### config.mk
export PLATFORM = sky130hd
export DESIGN_NAME = fdr_sqrt
export DESIGN_NICKNAME = d
export VERILOG_FILES = /design/src/hw/rtl/fdr_pkg.sv /design/src/hw/rtl/fdr_sqrt.sv
export SDC_FILE = /design/constraint.sdc
export NUM_CORES = 1
export LEC_CHECK = 0
export BUFFER_PORTS_ARGS = -buffer_cell sky130_fd_sc_hd__buf_4
export CORE_ASPECT_RATIO = 1.5
export CORE_MARGIN = 1
export CORE_UTILIZATION = 56
export DETAILED_ROUTE_END_ITERATION = 10
export PLACE_DENSITY = 0.76
export SYNTH_ARGS = -nofsm -noshare
export SYNTH_HDL_FRONTEND = slang
export SYNTH_SLANG_ARGS = --single-unit
### constraint.sdc
create_clock -name clk_i -period 2.9 [get_ports clk_i]
set_input_delay 0.435 -clock clk_i [delete_from_list [all_inputs] [get_ports clk_i]]
set_output_delay 0.435 -clock clk_i [all_outputs]
set_load 0.05 [all_outputs]
### src/hw/rtl/fdr_pkg.sv
package fdr_pkg;

  localparam int CosW    = 16;
  localparam int EtaW    = 15;
  localparam int CabsW   = 15;
  localparam int CiW     = 17;
  localparam int SqW     = 30;
  localparam int S2W     = 29;
  localparam int LhsW    = 59;
  localparam int ReflW   = 17;
  localparam int ProdW   = 32;

  localparam int DivNumW = 62;
  localparam int DivDenW = 33;
  localparam int DivQW   = 32;

  localparam int SqrtInW  = 33;
  localparam int SqrtResW = 17;

  localparam int RatioW  = 17;
  localparam int RatioSqW = 34;

  localparam logic signed [CosW-1:0] OneQ14    = 16'sd16384;
  localparam logic signed [CosW-1:0] NegOneQ14 = -16'sd16384;
  localparam logic [S2W-1:0]         OneQ28    = 29'h1000_0000;
  localparam logic [SqrtInW-1:0]     OneQ32    = 33'h1_0000_0000;
  localparam logic [ReflW-1:0]       OneQ16    = 17'h1_0000;

  typedef struct packed {
    logic signed [CosW-1:0] cos_incident;
    logic [EtaW-1:0]        eta_incident;
    logic [EtaW-1:0]        eta_transmit;
  } req_t;

  typedef struct packed {
    logic [ReflW-1:0] reflectance;
    logic             total_internal;
  } rsp_t;

  typedef struct packed {
    logic [EtaW-1:0] ei;
    logic [EtaW-1:0] et;
    logic [CiW-1:0]  ci;
    logic            tir;
  } tag_t;

  typedef struct packed {
    logic [DivNumW-1:0] num;
    logic [DivDenW-1:0] den;
  } div_args_t;

  function automatic div_args_t ratio_args(logic [ProdW-1:0] x, logic [ProdW-1:0] y);
    div_args_t       r;
    logic [DivDenW-1:0] den;
    logic [ProdW-1:0]   num;
    den = DivDenW'(x) + DivDenW'(y);
    num = (x >= y) ? (x - y) : (y - x);
    if (den == '0) begin
      r.num = DivNumW'(OneQ16);
      r.den = DivDenW'(1);
    end else begin
      r.num = {14'b0, num, 16'b0};
      r.den = den;
    end
    return r;
  endfunction

endpackage

### src/hw/rtl/fdr_sqrt.sv
module fdr_sqrt (
  input  logic                          clk_i,
  input  logic                          rst_ni,
  input  logic                          en_i,
  input  logic                          valid_i,
  input  logic [fdr_pkg::SqrtInW-1:0]   rad_i,
  input  fdr_pkg::tag_t                 tag_i,
  output logic                          valid_o,
  output logic [fdr_pkg::SqrtResW-1:0]  root_o,
  output fdr_pkg::tag_t                 tag_o
);

  localparam int RW = fdr_pkg::SqrtResW;
  localparam int IW = fdr_pkg::SqrtInW;
  localparam int TW = 2 * RW + 1;

  logic          v_q   [RW];
  logic          v_d   [RW];
  logic [IW-1:0] rem_q [RW];
  logic [IW-1:0] rem_d [RW];
  logic [RW-1:0] res_q [RW];
  logic [RW-1:0] res_d [RW];
  fdr_pkg::tag_t tag_q [RW];
  fdr_pkg::tag_t tag_d [RW];

  always_comb begin
    logic [IW-1:0] rem_s;
    logic [RW-1:0] res_s;
    logic [TW-1:0] trial;
    logic [TW-1:0] rem_x;
    for (int k = 0; k < RW; k++) begin
      if (k == 0) begin
        v_d[k]   = valid_i;
        rem_s    = rad_i;
        res_s    = '0;
        tag_d[k] = tag_i;
      end else begin
        v_d[k]   = v_q[k-1];
        rem_s    = rem_q[k-1];
        res_s    = res_q[k-1];
        tag_d[k] = tag_q[k-1];
      end
      trial = (TW'(res_s) << (RW - k)) + (TW'(1) << (2 * (RW - 1 - k)));
      rem_x = TW'(rem_s);
      if (rem_x >= trial) begin
        rem_d[k] = IW'(rem_x - trial);
        res_d[k] = res_s | (RW'(1) << (RW - 1 - k));
      end else begin
        rem_d[k] = rem_s;
        res_d[k] = res_s;
      end
    end
  end

  always_ff @(posedge clk_i or negedge rst_ni) begin
    if (!rst_ni) begin
      for (int k = 0; k < RW; k++) v_q[k] <= 1'b0;
    end else if (en_i) begin
      for (int k = 0; k < RW; k++) v_q[k] <= v_d[k];
    end
  end

  always_ff @(posedge clk_i) begin
    if (en_i) begin
      for (int k = 0; k < RW; k++) begin
        rem_q[k] <= rem_d[k];
        res_q[k] <= res_d[k];
        tag_q[k] <= tag_d[k];
      end
    end
  end

  assign valid_o = v_q[RW-1];
  assign root_o  = res_q[RW-1];
  assign tag_o   = tag_q[RW-1];

endmodule

; ---- Yosys cells after proc, flatten, opt, wreduce, memory -nomap -nowiden
; Memories as Yosys holds them, arrays and structs flattened.
; Cells that the tools add are included.
[word_totals]
ff_bits = 17
ramBits = 1666
output_inout_bits = 66
mem_count = 3
[classes]
add_sub_neg = 33
magnitude_cmp = 17
muxes = 36
[mem_list]
columns = name, words, word_bits, read_ports, rd_clocked_by_memory_dff, write_ports, line
row1 = tag_q, 17, 48, 17, 0, 17, fdr_sqrt.sv:23  ; fdr_pkg::tag_t tag_q [RW];
row2 = rem_q, 17, 33, 16, 0, 17, fdr_sqrt.sv:19  ; logic [IW-1:0] rem_q [RW];
row3 = res_q, 17, 17, 17, 0, 17, fdr_sqrt.sv:21  ; logic [RW-1:0] res_q [RW];
[ops]
columns = operator, n
row1 = 33-bit 2-to-1 mux, 17
row2 = 33-bit subtractor, 2
row3 = 33-bit by 31-bit adder with 34-bit output (second input constant), 1
row4 = 33-bit by 34-bit >= comparator with 1-bit output, 1
row5 = 32-bit by 29-bit adder with 33-bit output (second input constant), 1
row6 = 33-bit by 19-bit >= comparator with 1-bit output, 1
row7 = 33-bit by 20-bit >= comparator with 1-bit output, 1
row8 = 33-bit by 21-bit >= comparator with 1-bit output, 1
row9 = 33-bit by 22-bit >= comparator with 1-bit output, 1
row10 = 33-bit by 23-bit >= comparator with 1-bit output, 1
row11 = 33-bit by 24-bit >= comparator with 1-bit output, 1
row12 = 33-bit by 25-bit >= comparator with 1-bit output, 1
row13 = 33-bit by 26-bit >= comparator with 1-bit output, 1
row14 = 33-bit by 27-bit >= comparator with 1-bit output, 1
row15 = 33-bit by 28-bit >= comparator with 1-bit output, 1
row16 = 33-bit by 29-bit >= comparator with 1-bit output, 1
row17 = 33-bit by 30-bit >= comparator with 1-bit output, 1
row18 = 33-bit by 31-bit >= comparator with 1-bit output, 1
row19 = 33-bit by 32-bit >= comparator with 1-bit output, 1
row20 = 33-bit >= comparator, 1
row21 = 33-bit >= comparator (second input constant), 1
row22 = 33-bit by 19-bit subtractor with 33-bit output, 1
row23 = 33-bit by 20-bit subtractor with 33-bit output, 1
row24 = 33-bit by 21-bit subtractor with 33-bit output, 1
row25 = other kinds (43), 45

; ---- Depth between registers and ports, before layout
; An unclocked memory read counts as a cell.
[depth]
word_depth = 4
depth_mapped = 12
depth_no_buf = 10

; ---- Worst setup path before layout
; Ideal clock, no wire load.
[synth_path]
kind = register to register
startpoint = mem rem_q[0][249] (netlist bit)
endpoint = mem rem_q[0][284] (netlist bit), data pin
arrival_time_ns = 2.498
setup_slack_ns = 0.142
path_stages_with_launch = 10
period_less_slack_ns = 2.758
path_cell_list = edfxtp_1 -> ha_1 -> o21a_1 -> or4_1 -> o21ai_1 -> o211ai_1 -> a21oi_1 -> nor2b_1 -> buf_4 -> mux2_2
[synth_rtl]
columns = element, line
row1 = from (decl), fdr_sqrt.sv:19

==> run metrics <==
status=complete, but fails checks; failing checks=setup timing; height of the die=between 300 and 400 µm; largest net degree at the start of global routing=around 110; Rows=143; Final Instance Area=0.0674 mm²; EDFF count, synth=1,497; Post-route DRC=0; max_cap viols=0; post-route ant nets=0; area share of the largest cell type after synthesis=78.1%; power density over the cells=approximately 770 mW/mm²; Root Buffer=clkbuf_16; period utilization=101%; RePlAce Congestion=0.975; dpl hpwl=65,400 µm; FF-to-FF path depth=11; synth-to-layout area growth=17.1%; H-tree depth=4; final hold vios=0; fin. max-slew vios=0; vias per inst=5.47; first-pass GRT wire length=154,000 µm; via count=28,800; sequential cell area=0.0454 mm²; RR Endpoint=rem_q[0][520]; Fill cells=6,753; PnR Total Power=51,800 µW; RSZ-0062 raised after global routing=true; Starting DRT DRC Count=around 1,700; register area share after synthesis=78.8%; layout cells sized above 1=approximately 16%; Worst Skew=approximately 0.021 ns; Post-Synthesis Cell Area=0.0576 mm²; crit path kind=flop to flop; r2r setup slk=-0.03 ns; Most common cell on crit path=buf_4; Net Count, Synth=3,612; Final #Nets=between 4,000 and 5,000; CP Cell Sequence=inv_2 > ha_4 > nor3_4 > a2111oi_1 > buf_4 > o211ai_1 > nand2_2 > buf_4 > or3b_4 > buf_4 > xnor2_1; metal3 WL=3120 µm; CTS Buffer Depth=3; Clock transition at path regs=0.07 ns; final setup violation count=1; hold_ws=slightly below 0.1 ns; Synth area leader=edfxtp_1; leakage power=0.0246 µW; FFs w/ async S/R, synth=1.12%; Synth Warn #=0; count of state elements after synthesis=1,514; top cells by area, synth=edfxtp_1, ha_1, xnor2_1; clock latency reported for the late side of the worst-skew pair=0.75 ns; final setup margin=-0.0296 ns; post-place instance area=slightly above 0.06 mm²; die area=0.104 mm²; die width=~260 µm; Initial Util=56.7%; dpl ws=-0.276 ns; post-synthesis instance total=3,360; routed wl met2=58,400 µm; met1 WL=32,700 µm; Setup TNS=-0.0296 ns; worst hold path class=input port to asynchronous set/reset pin; Slew @ Worst Pin=around 0.81 ns; Syn Area/Cell=17.1 µm²; most frequent cells in the layout=edfxtp_1, buf_4, inv_1, ha_1, nor2_1; Max transition margin=a little under half; antenna violations before repair=1; Routed WL=roughly 100,000 µm; count of buffers from port buffering=150; multi-input combinational cell area=between 0.01 and 0.015 mm²; Primary FF master, synth=edfxtp_1; GRT Util Overall=19.3%; RR Startpoint=res_q[0][241]; Worst EP arrival=3.42 ns; Ports=151; Crit path largest cell delay=about 0.44 ns; f_max=341 MHz; critical-path maximum fanout=6; top layer in use=met4; total CTS buffers=137; vias in the first global route=30,100; CP startpoint kind=flop; Critical Path End Type=flop; IR Drop Worst-Case VDD=0.667 mV; post-layout min period=2.93 ns; CTS tree=built; Core ar.=0.102 mm²; DR WL/cell=between 15 and 20 µm; Worst EP required=3.39 ns; total iterations of the first detailed-routing run=7; Sink Count=1,514; Synth cell types=92; commonest non-fill, non-tap cell in the layout=edfxtp_1; gr ovfl total=0; Critical-path top delay cell=edfxtp_1
==> critical path: cells and delay by family (launching register included) <==
kind                       cells  cell delay (ns)
and+or+nand+nor                3             0.84
AOI/OAI and AO/OA              2             0.45
adders and majority gates      1             0.23
xor gates and xnor gates       1             0.11
DFF                            1             0.44
buffers and inverters          4             0.60
==> cells in the mapped netlist (all sizes together) (7+ instances only) <==
cell	n
or3	35
xor2	97
o21a	28
edfxtp	1497
and3	10
a31oi	8
buf	27
dfrtp	17
clkbuf	22
a21oi	140
mux2i	10
o211ai	18
nand2	143
a2111oi	11
nor4b	16
ha	166
nand3	33
nor4	75
or2	8
or4	19
nand3b	10
nand2b	29
a21o	38
nand4	30
xnor2	100
or4b	7
a211oi	23
inv	208
o21ai	129
nor2b	19
o31ai	16
o41ai	7
nor2	157
and4	7
nor3	74
a21boi	7
mux2	43
nand4b	8
a211o	8
o31a	7
and2	8
==> layer usage <==
layer  up-vias  GRT usage (%)
li1      13900              -
met1     14000           17.2
met2       606           38.7
met3       301           3.63
met4         0           11.6
met5         -              0
==> worst max path at each step <==
stage,from,endpoint,cells after the start
floorplan,rem_q[0][249],rem_q[0][284],9
global placement,rem_q[0][478],rem_q[0][523],8
detailed placement,rem_q[0][478],rem_q[0][518],8
CTS,rem_q[0][436],rem_q[0][487],9
global route,rem_q[0][488],rem_q[0][498],10
finish,res_q[0][241],rem_q[0][520],11
==> per-stage QoR <==
step / cells / util (%)
after floorplan: 3360 / -
after global placement: 4927 / 60.7
after detailed placement: 4927 / 60.7
after CTS: 5251 / 66.0
after global routing: 5256 / 66.4
final: 5257 / 66.4
==> layout make-up <==
cell class              count  area share (%)
clock buffers             170            5.52
multi-input cells        1589            17.2
repair buffers            399            5.31
clock inverters            71            1.12
flip-flops and latches   1514            67.3
well taps                1305            2.42
inverters                 208            1.16
diodes                      1         0.00371
==> kinds of logic (layout without fill, tap and decap cells) <==
family / count (synthesis) / in the layout / share of synthesized area [%]
other cells: 1 / 2 / 0.00651
flops: 1514 / 1514 / 78.8
xor+xnor: 197 / 197 / 3.01
fa+ha+maj: 167 / 167 / 3.64
buf+inv: 257 / 848 / 1.80
mux: 53 / 53 / 1.02
simple gates: 697 / 697 / 6.47
compound gates: 474 / 474 / 5.23
==> report_power, final <==
group / total, µW / switching (µW) / internal (µW)
clock: 17800 / 7690 / 10200
combinational: 6230 / 3530 / 2700
sequential: 27700 / 1120 / 26600
total: 51800 / 12300 / 39400
==> repair_timing <==
item,in CTS,in global routing
hold buffers,83,0
setup buffers,0,5
setup endpoints to repair,40,130
hold endpoints to repair,99,0
pin swaps,4,11
gates resized for setup,14,68
==> state kept, by name, summed over array words and instances (netlist names) <==
register / count
tag_q: 816
rem_q: 528
res_q: 153
v_d: 16
valid_o: 1
Power figures use the tool's default switching activity.
