## src/hw/rtl/fdr_pkg.sv

```systemverilog
package fdr_pkg;

  localparam int CosW    = 16;
  localparam int EtaW    = 15;
  localparam int CabsW   = 15;
  localparam int CiW     = 17;
  localparam int SqW     = 30;
  localparam int S2W     = 29;
  localparam int LhsW    = 59;
  localparam int ReflW   = 17;
  localparam int ProdW   = 32;

  localparam int DivNumW = 62;
  localparam int DivDenW = 33;
  localparam int DivQW   = 32;

  localparam int SqrtInW  = 33;
  localparam int SqrtResW = 17;

  localparam int RatioW  = 17;
  localparam int RatioSqW = 34;

  localparam logic signed [CosW-1:0] OneQ14    = 16'sd16384;
  localparam logic signed [CosW-1:0] NegOneQ14 = -16'sd16384;
  localparam logic [S2W-1:0]         OneQ28    = 29'h1000_0000;
  localparam logic [SqrtInW-1:0]     OneQ32    = 33'h1_0000_0000;
  localparam logic [ReflW-1:0]       OneQ16    = 17'h1_0000;

  typedef struct packed {
    logic signed [CosW-1:0] cos_incident;
    logic [EtaW-1:0]        eta_incident;
    logic [EtaW-1:0]        eta_transmit;
  } req_t;

  typedef struct packed {
    logic [ReflW-1:0] reflectance;
    logic             total_internal;
  } rsp_t;

  typedef struct packed {
    logic [EtaW-1:0] ei;
    logic [EtaW-1:0] et;
    logic [CiW-1:0]  ci;
    logic            tir;
  } tag_t;

  typedef struct packed {
    logic [DivNumW-1:0] num;
    logic [DivDenW-1:0] den;
  } div_args_t;

  function automatic div_args_t ratio_args(logic [ProdW-1:0] x, logic [ProdW-1:0] y);
    div_args_t       r;
    logic [DivDenW-1:0] den;
    logic [ProdW-1:0]   num;
    den = DivDenW'(x) + DivDenW'(y);
    num = (x >= y) ? (x - y) : (y - x);
    if (den == '0) begin
      r.num = DivNumW'(OneQ16);
      r.den = DivDenW'(1);
    end else begin
      r.num = {14'b0, num, 16'b0};
      r.den = den;
    end
    return r;
  endfunction

endpackage

```

## src/hw/rtl/fdr_front.sv

```systemverilog
module fdr_front (
  input  logic                         clk_i,
  input  logic                         rst_ni,
  input  logic                         en_i,
  input  logic                         valid_i,
  input  fdr_pkg::req_t                req_i,
  output logic                         valid_o,
  output logic [fdr_pkg::DivNumW-1:0]  num_o,
  output logic [fdr_pkg::DivDenW-1:0]  den_o,
  output fdr_pkg::tag_t                tag_o
);

  logic                          v1_q, v2_q, v3_q;
  logic [fdr_pkg::EtaW-1:0]      ei1_q, et1_q, ei2_q, et2_q;
  logic [fdr_pkg::CabsW-1:0]     cabs1_q, cabs2_q;
  logic [fdr_pkg::S2W-1:0]       csq1_q;
  logic [fdr_pkg::SqW-1:0]       eisq1_q, etsq1_q, etsq2_q;
  logic [fdr_pkg::LhsW-1:0]      lhs2_q;
  logic [fdr_pkg::DivNumW-1:0]   num3_q;
  logic [fdr_pkg::DivDenW-1:0]   den3_q;
  fdr_pkg::tag_t                 tag3_q;

  logic signed [fdr_pkg::CosW-1:0] cl;
  logic [fdr_pkg::CabsW-1:0]       cabs_d;
  logic [fdr_pkg::EtaW-1:0]        ei_d, et_d;
  logic [fdr_pkg::S2W-1:0]         s2;
  logic [fdr_pkg::LhsW-1:0]        rhs;
  logic                            tir;

  always_comb begin
    cl = req_i.cos_incident;
    if (cl > fdr_pkg::OneQ14) cl = fdr_pkg::OneQ14;
    if (cl < fdr_pkg::NegOneQ14) cl = fdr_pkg::NegOneQ14;
    if (cl <= 0) begin
      ei_d   = req_i.eta_transmit;
      et_d   = req_i.eta_incident;
      cabs_d = fdr_pkg::CabsW'(-cl);
    end else begin
      ei_d   = req_i.eta_incident;
      et_d   = req_i.eta_transmit;
      cabs_d = fdr_pkg::CabsW'(cl);
    end
  end

  assign s2  = fdr_pkg::OneQ28 - csq1_q;
  assign rhs = {1'b0, etsq2_q, 28'b0};
  assign tir = lhs2_q >= rhs;

  always_ff @(posedge clk_i or negedge rst_ni) begin
    if (!rst_ni) begin
      v1_q <= 1'b0;
      v2_q <= 1'b0;
      v3_q <= 1'b0;
    end else if (en_i) begin
      v1_q <= valid_i;
      v2_q <= v1_q;
      v3_q <= v2_q;
    end
  end

  always_ff @(posedge clk_i) begin
    if (en_i) begin
      ei1_q   <= ei_d;
      et1_q   <= et_d;
      cabs1_q <= cabs_d;
      csq1_q  <= fdr_pkg::S2W'(fdr_pkg::SqW'(cabs_d) * fdr_pkg::SqW'(cabs_d));
      eisq1_q <= fdr_pkg::SqW'(ei_d) * fdr_pkg::SqW'(ei_d);
      etsq1_q <= fdr_pkg::SqW'(et_d) * fdr_pkg::SqW'(et_d);

      ei2_q   <= ei1_q;
      et2_q   <= et1_q;
      cabs2_q <= cabs1_q;
      etsq2_q <= etsq1_q;
      lhs2_q  <= fdr_pkg::LhsW'(eisq1_q) * fdr_pkg::LhsW'(s2);

      num3_q     <= tir ? '0 : {lhs2_q[fdr_pkg::LhsW-2:0], 4'b0};
      den3_q     <= tir ? fdr_pkg::DivDenW'(1) : fdr_pkg::DivDenW'(etsq2_q);
      tag3_q.ei  <= ei2_q;
      tag3_q.et  <= et2_q;
      tag3_q.ci  <= {cabs2_q, 2'b0};
      tag3_q.tir <= tir;
    end
  end

  assign valid_o = v3_q;
  assign num_o   = num3_q;
  assign den_o   = den3_q;
  assign tag_o   = tag3_q;

endmodule
```

## config.mk

```make
export PLATFORM = sky130hd
export DESIGN_NAME = fdr_front
export DESIGN_NICKNAME = d
export VERILOG_FILES = /design/src/hw/rtl/fdr_pkg.sv /design/src/hw/rtl/fdr_front.sv
export SDC_FILE = /design/constraint.sdc
export NUM_CORES = 2
export LEC_CHECK = 0
export BUFFER_PORTS_ARGS = -buffer_cell sky130_fd_sc_hd__buf_2
export CAP_MARGIN = 30
export CELL_PAD_IN_SITES_DETAIL_PLACEMENT = 2
export CELL_PAD_IN_SITES_GLOBAL_PLACEMENT = 2
export CORE_UTILIZATION = 47
export CTS_BUF_LIST = sky130_fd_sc_hd__clkbuf_16
export CTS_CLUSTER_SIZE = 14
export DETAILED_ROUTE_END_ITERATION = 7
export PLACE_DENSITY = 0.95
export SLEW_MARGIN = 20
export SYNTH_ARGS = -nofsm -noshare
export SYNTH_HDL_FRONTEND = slang
export SYNTH_SLANG_ARGS = --single-unit
```

## constraint.sdc

```tcl
create_clock -name clk_i -period 25.2 [get_ports clk_i]
set_input_delay 0 -clock clk_i [delete_from_list [all_inputs] [get_ports clk_i]]
set_output_delay 0 -clock clk_i [all_outputs]
set_load 0.1 [all_outputs]
```

==> results.py, run 1 <==
metrics = {
    "place": {
        "dp_hpwl_um": 245000,
        "dpl.cell_count": 7726,
        "io_buffers": 183,
        "gp_congestion": 0.951,
        "dpl_cell_area_um2": 63800,
    },
    "synth": {
        "yosys_warnings": 0,
        "synth_seq_area_share": 0.196,
        "syn_inst": 6006,
        "synth-seq-cells": 396,
        "yosys.cell_types.count": 99,
        "synth-async-reset-ratio": 0.00758,
        "synth-edff-count": 393,
        "ys.flop_type": "edfxtp_1",
        "synth_area_per_cell_um2": 10.1,
        "synth.cell_area_um2": 60700,
    },
    "grt": {
        "grt_pass1_vias": 76600,
        "grt_pass1_wl_um": 709000,
        "grt_overflow": 2852,
        "grt_max_degree": 117,
        "gr-usage-all-layers": 0.774,
    },
    "floorplanning": {
        "die_w_um": 362,
        "start_util": 0.475,
        "row_count": 131,
        "ios": 194,
        "die_h_um": 362,
    },
    "clocking": {
        "cts_resized": 0,
        "htree_num_levels": 2,
        "clock-root-buffer": "clkbuf_16",
        "cts_made_buffers": 51,
        "clock-sinks": 396,
        "clockBufferDepth": 3,
    },
    "status": {
        "haltStage": "global routing (5_1_grt)",
        "error": "[ERROR GRT-0116] Global routing finished with congestion. Check the congestion regions in the DRC Viewer.",
        "outcome": "stopped before the end",
    },
}
stage by stage:
step | utilization | hold slack [ns] | setup WS [ns]
after CTS | 0.513 | 0.0201 | 12.45
after floorplan | - | -0.296 | 16.25
after global placement | 0.499 | -0.206 | 14.28
after detailed placement | 0.499 | -0.186 | 12.76
routing by layer:
metal	track usage	overflow
met2	0.984	1987
met1	0.743	62
met4	0.806	749
met5	0.308	3
met3	0.587	51
logic make-up after synthesis:
family,Yosys count,synth area share
muxes,35,0.00935
adders and majority gates,1693,0.491
buffers and inverters,1710,0.108
AOI/OAI and AO/OA,410,0.0455
xor gates and xnor gates,179,0.0259
DFF,396,0.196
and+or+nand+nor,1581,0.125
other,2,0.000124
cells in the mapped netlist (22+ instances only):
cell	count	area (um2)
and2_1	433	2710
edfxtp_1	393	11800
inv_1	1443	5420
ha_1	539	6740
inv_2	28	105
nand4_1	23	144
o21ai_0	54	270
nor3_1	26	130
fa_1	1154	23100
xnor2_1	122	1070
xor2_1	56	490
nor2_1	213	800
a21oi_1	115	576
nand2b_1	22	138
a21o_1	87	653
clkbuf_1	196	736
nand2_1	744	2790
timing repair:
item,CTS
hold endpoints to repair,92
setup buffers,0
hold buffers,11
endpoints found under the setup margin,0
==> run 2, diff against run 1 <==
- CELL_PAD_IN_SITES_DETAIL_PLACEMENT: 2 -> not set
- CELL_PAD_IN_SITES_GLOBAL_PLACEMENT: 2 -> not set
- CORE_UTILIZATION: 47 -> 40
- CTS_BUF_LIST: sky130_fd_sc_hd__clkbuf_16 -> not set
- CTS_CLUSTER_SIZE: 14 -> not set
- PLACE_DENSITY: 0.95 -> not set
- PLACE_DENSITY_LB_ADDON: not set -> 0.15
==> run 2 against run 1 <==
Compared with the run above:
- the run now ends clean
- synthesized area unchanged
- synthesized cell count stayed put
==> results.py, run 2 <==
metrics = {
    "sta": {
        "drv_slew": 0,
        "max_freq_mhz": 93.3,
        "rsz0062_at_grt": "no",
        "worstMarginPinSlew_ns": 0.974,
        "fin_crit_sh": 0.425,
        "fin_skew_ns": 0.0679,
        "final-setup-viol-count": 0,
        "hold_viol": 0,
        "period_needed_ns": 10.72,
        "slew_headroom": 0.350,
        "fin_tns_setup_ns": 0,
    },
    "setup_path": {
        "slowest_delay_ns": 0.73,
        "timing.rr.start": "csq1_q[3]$_DFFE_PP_",
        "crit_type": "primary input to flop",
        "cp-endpoint": "etsq1_q[28]$_DFFE_PP_",
        "cp.required_ns": 25.64,
        "cpLargestDelayFamily": "adder cells",
        "worstPathArrival_ns": 11.16,
        "cpMaxStageDelayCell": "buf_4",
        "end_kind": "flop",
        "reg2regPathDepth": 31,
        "setup.worst_path.start": "req_i[38]",
        "worstPathMaxFanout": 33,
        "rr_endpoint": "lhs2_q[57]$_DFFE_PP_",
        "worstSetupStartpointType": "primary input",
        "cp_num_buf_inv": 10,
        "cpMostUsedCell": "fa_1",
        "path_depth": 35,
        "rrSetupSlack_ns": 14.85,
    },
    "clocking": {
        "cts_made_buffers": 49,
        "post_cts.repair.setup_buffers": 0,
        "clock-root-buffer": "clkbuf_16",
        "clk_pin_slew_worst_paths_ns": 0.06,
        "cts_resized": 0,
        "clockBufferDepth": 3,
        "clk_latency_ns": 0.69,
        "cts_tree": "done",
        "clock-sinks": 396,
        "htree_num_levels": 2,
    },
    "finish": {
        "largest_reg_flops": 59,
        "mostFrequentLayoutCell": "inv_1",
        "fin_nets": 7873,
        "drive_gt1_frac": 0.0746,
        "final_area_um2": 66000,
        "n_fill_cell": 14600,
        "area_growth_pct": 8.65,
        "final_cell_mix": "inv_1, fa_1, nand2_1",
        "regMostFlops": "lhs2_q",
        "stdcell_count": 8190,
    },
    "min_path": {
        "hold_path_class": "primary input to flop",
    },
    "job": {
        "maxCapViolCount": 0,
    },
    "detailed_routing": {
        "drt_pre_antenna_iters": 5,
        "vias": 40500,
        "antenna_left": 0,
        "dr.first_iter.drc_count": 2308,
        "drc_errors": 0,
        "routed_wl_um": 170000,
        "vias_per_cell": 4.94,
        "wire_per_inst_um": 20.8,
    },
    "synth": {
        "synthSimpleGateAreaFrac": 0.125,
        "synth-edff-count": 393,
        "synth.top_cell.area_share": 0.380,
        "synthAdderAreaFrac": 0.491,
        "synth_common_cells": "inv_1, fa_1, nand2_1",
        "syn_inst": 6006,
        "synth_top_family_by_area": "adder cells",
        "synth_seq_area_share": 0.196,
        "synth.cell_area_um2": 60700,
        "synth-seq-cells": 396,
        "synthMuxAreaShare": 0.00935,
        "yosysMostFrequentCell": "inv_1",
        "synth_xor_area_frac": 0.0259,
        "yosys.cell_types.count": 99,
        "ys.flop_type": "edfxtp_1",
        "synth_compound_area_frac": 0.0455,
        "synth_area_per_cell_um2": 10.1,
        "synth-async-reset-ratio": 0.00758,
        "yosysTopAreaCell": "fa_1",
        "yosys_warnings": 0,
        "synth_area_leaders": "fa_1, edfxtp_1, ha_1",
    },
    "grt": {
        "antenna_found_initial": 10,
        "grt_pass1_vias": 43200,
        "gr-usage-all-layers": 0.227,
        "grt_pass1_wl_um": 261000,
        "grt_overflow": 0,
        "grt_max_degree": 138,
    },
    "floorplanning": {
        "die_area_um2": 153000,
        "ios": 194,
        "die_h_um": 392,
        "row_count": 142,
        "start_util": 0.404,
        "die_w_um": 392,
        "core-area_um2": 150000,
    },
    "status": {
        "outcome": "finished clean",
    },
    "place": {
        "gp_congestion": 0.965,
        "io_buffers": 183,
        "dpl_cell_area_um2": 64200,
        "dp_hpwl_um": 129000,
        "dpl.cell_count": 8076,
    },
}
## run 2: cell counts after synthesis
No cell type changed its count.
## run 2: how the worst min path moves through the flow
stage                           endpoint  startpoint  depth (start not counted)
CTS                 cabs1_q[5]$_DFFE_PP_   req_i[43]                          5
detailed placement      v2_q$_DFFE_PN0P_      rst_ni                          1
finish              cabs1_q[5]$_DFFE_PP_   req_i[43]                          5
global placement        v1_q$_DFFE_PN0P_      rst_ni                          1
global route         ei1_q[10]$_DFFE_PP_   req_i[25]                          3
floorplan               v1_q$_DFFE_PN0P_      rst_ni                          0
## run 2: stage by stage
step / hold slack, ns / worst slack [ns] / utilization
after detailed placement: -0.199 / 14.34 / 0.427
after floorplan: -0.296 / 16.25 / -
after global routing: 0.0570 / 13.87 / 0.439
after global placement: -0.203 / 14.47 / 0.427
final: 0.0774 / 14.48 / 0.439
after CTS: 0.0264 / 14.56 / 0.439
## run 2: logic make-up (layout without fill, tap and decap cells)
| group | Yosys count | count (layout) |
|---|---|---|
| xor+xnor | 179 | 179 |
| simple gates | 1581 | 1581 |
| buf+inv | 1710 | 1835 |
| fa+ha+maj | 1693 | 1693 |
| compound gates | 410 | 410 |
| other cells | 2 | 45 |
| mux | 35 | 35 |
| flops | 396 | 396 |
## run 2: repair_timing
item / CTS / global route
endpoints found under the hold margin: 95 / 0
hold buffers: 18 / 0
endpoints found under the setup margin: 0 / 0
## run 2: cell type report
class / count / area [um2] / area share
multi-input combinational: 3939 / 42800 / 0.649
sequential: 396 / 11900 / 0.180
inverter: 1474 / 5540 / 0.0839
tap: 2016 / 2520 / 0.0382
timing repair buffer: 270 / 1660 / 0.0251
clock buffer: 57 / 1260 / 0.0190
clock inverter: 34 / 330 / 0.00501
antenna: 4 / 10.0 / 0.000152
## run 2: worst register-to-register path: cells and delay by family, from the launching register on
family,cells,cell delay [ns]
multiplexers,1,0.13
AO/OA/AOI/OAI,7,1.72
buffers and inverters,5,0.63
XOR/XNOR,1,0.18
adder cells (fa/ha/maj),9,4.20
flip-flops,1,0.46
AND/OR/NAND/NOR,8,2.80
## run 2: per-layer routing
| metal | share of wire | vias to the layer above | GRT usage |
|---|---|---|---|
| met5 | 0 | - | 0 |
| met3 | 0.047 | 264 | 0.0235 |
| li1 | - | 18400 | - |
| met1 | 0.44 | 20800 | 0.308 |
| met4 | 0.046 | 0 | 0.0935 |
| met2 | 0.47 | 1058 | 0.372 |
Power of run 2 is not shown: default switching activity piles up to over one toggle a cycle in this logic, so the estimate is an artifact.
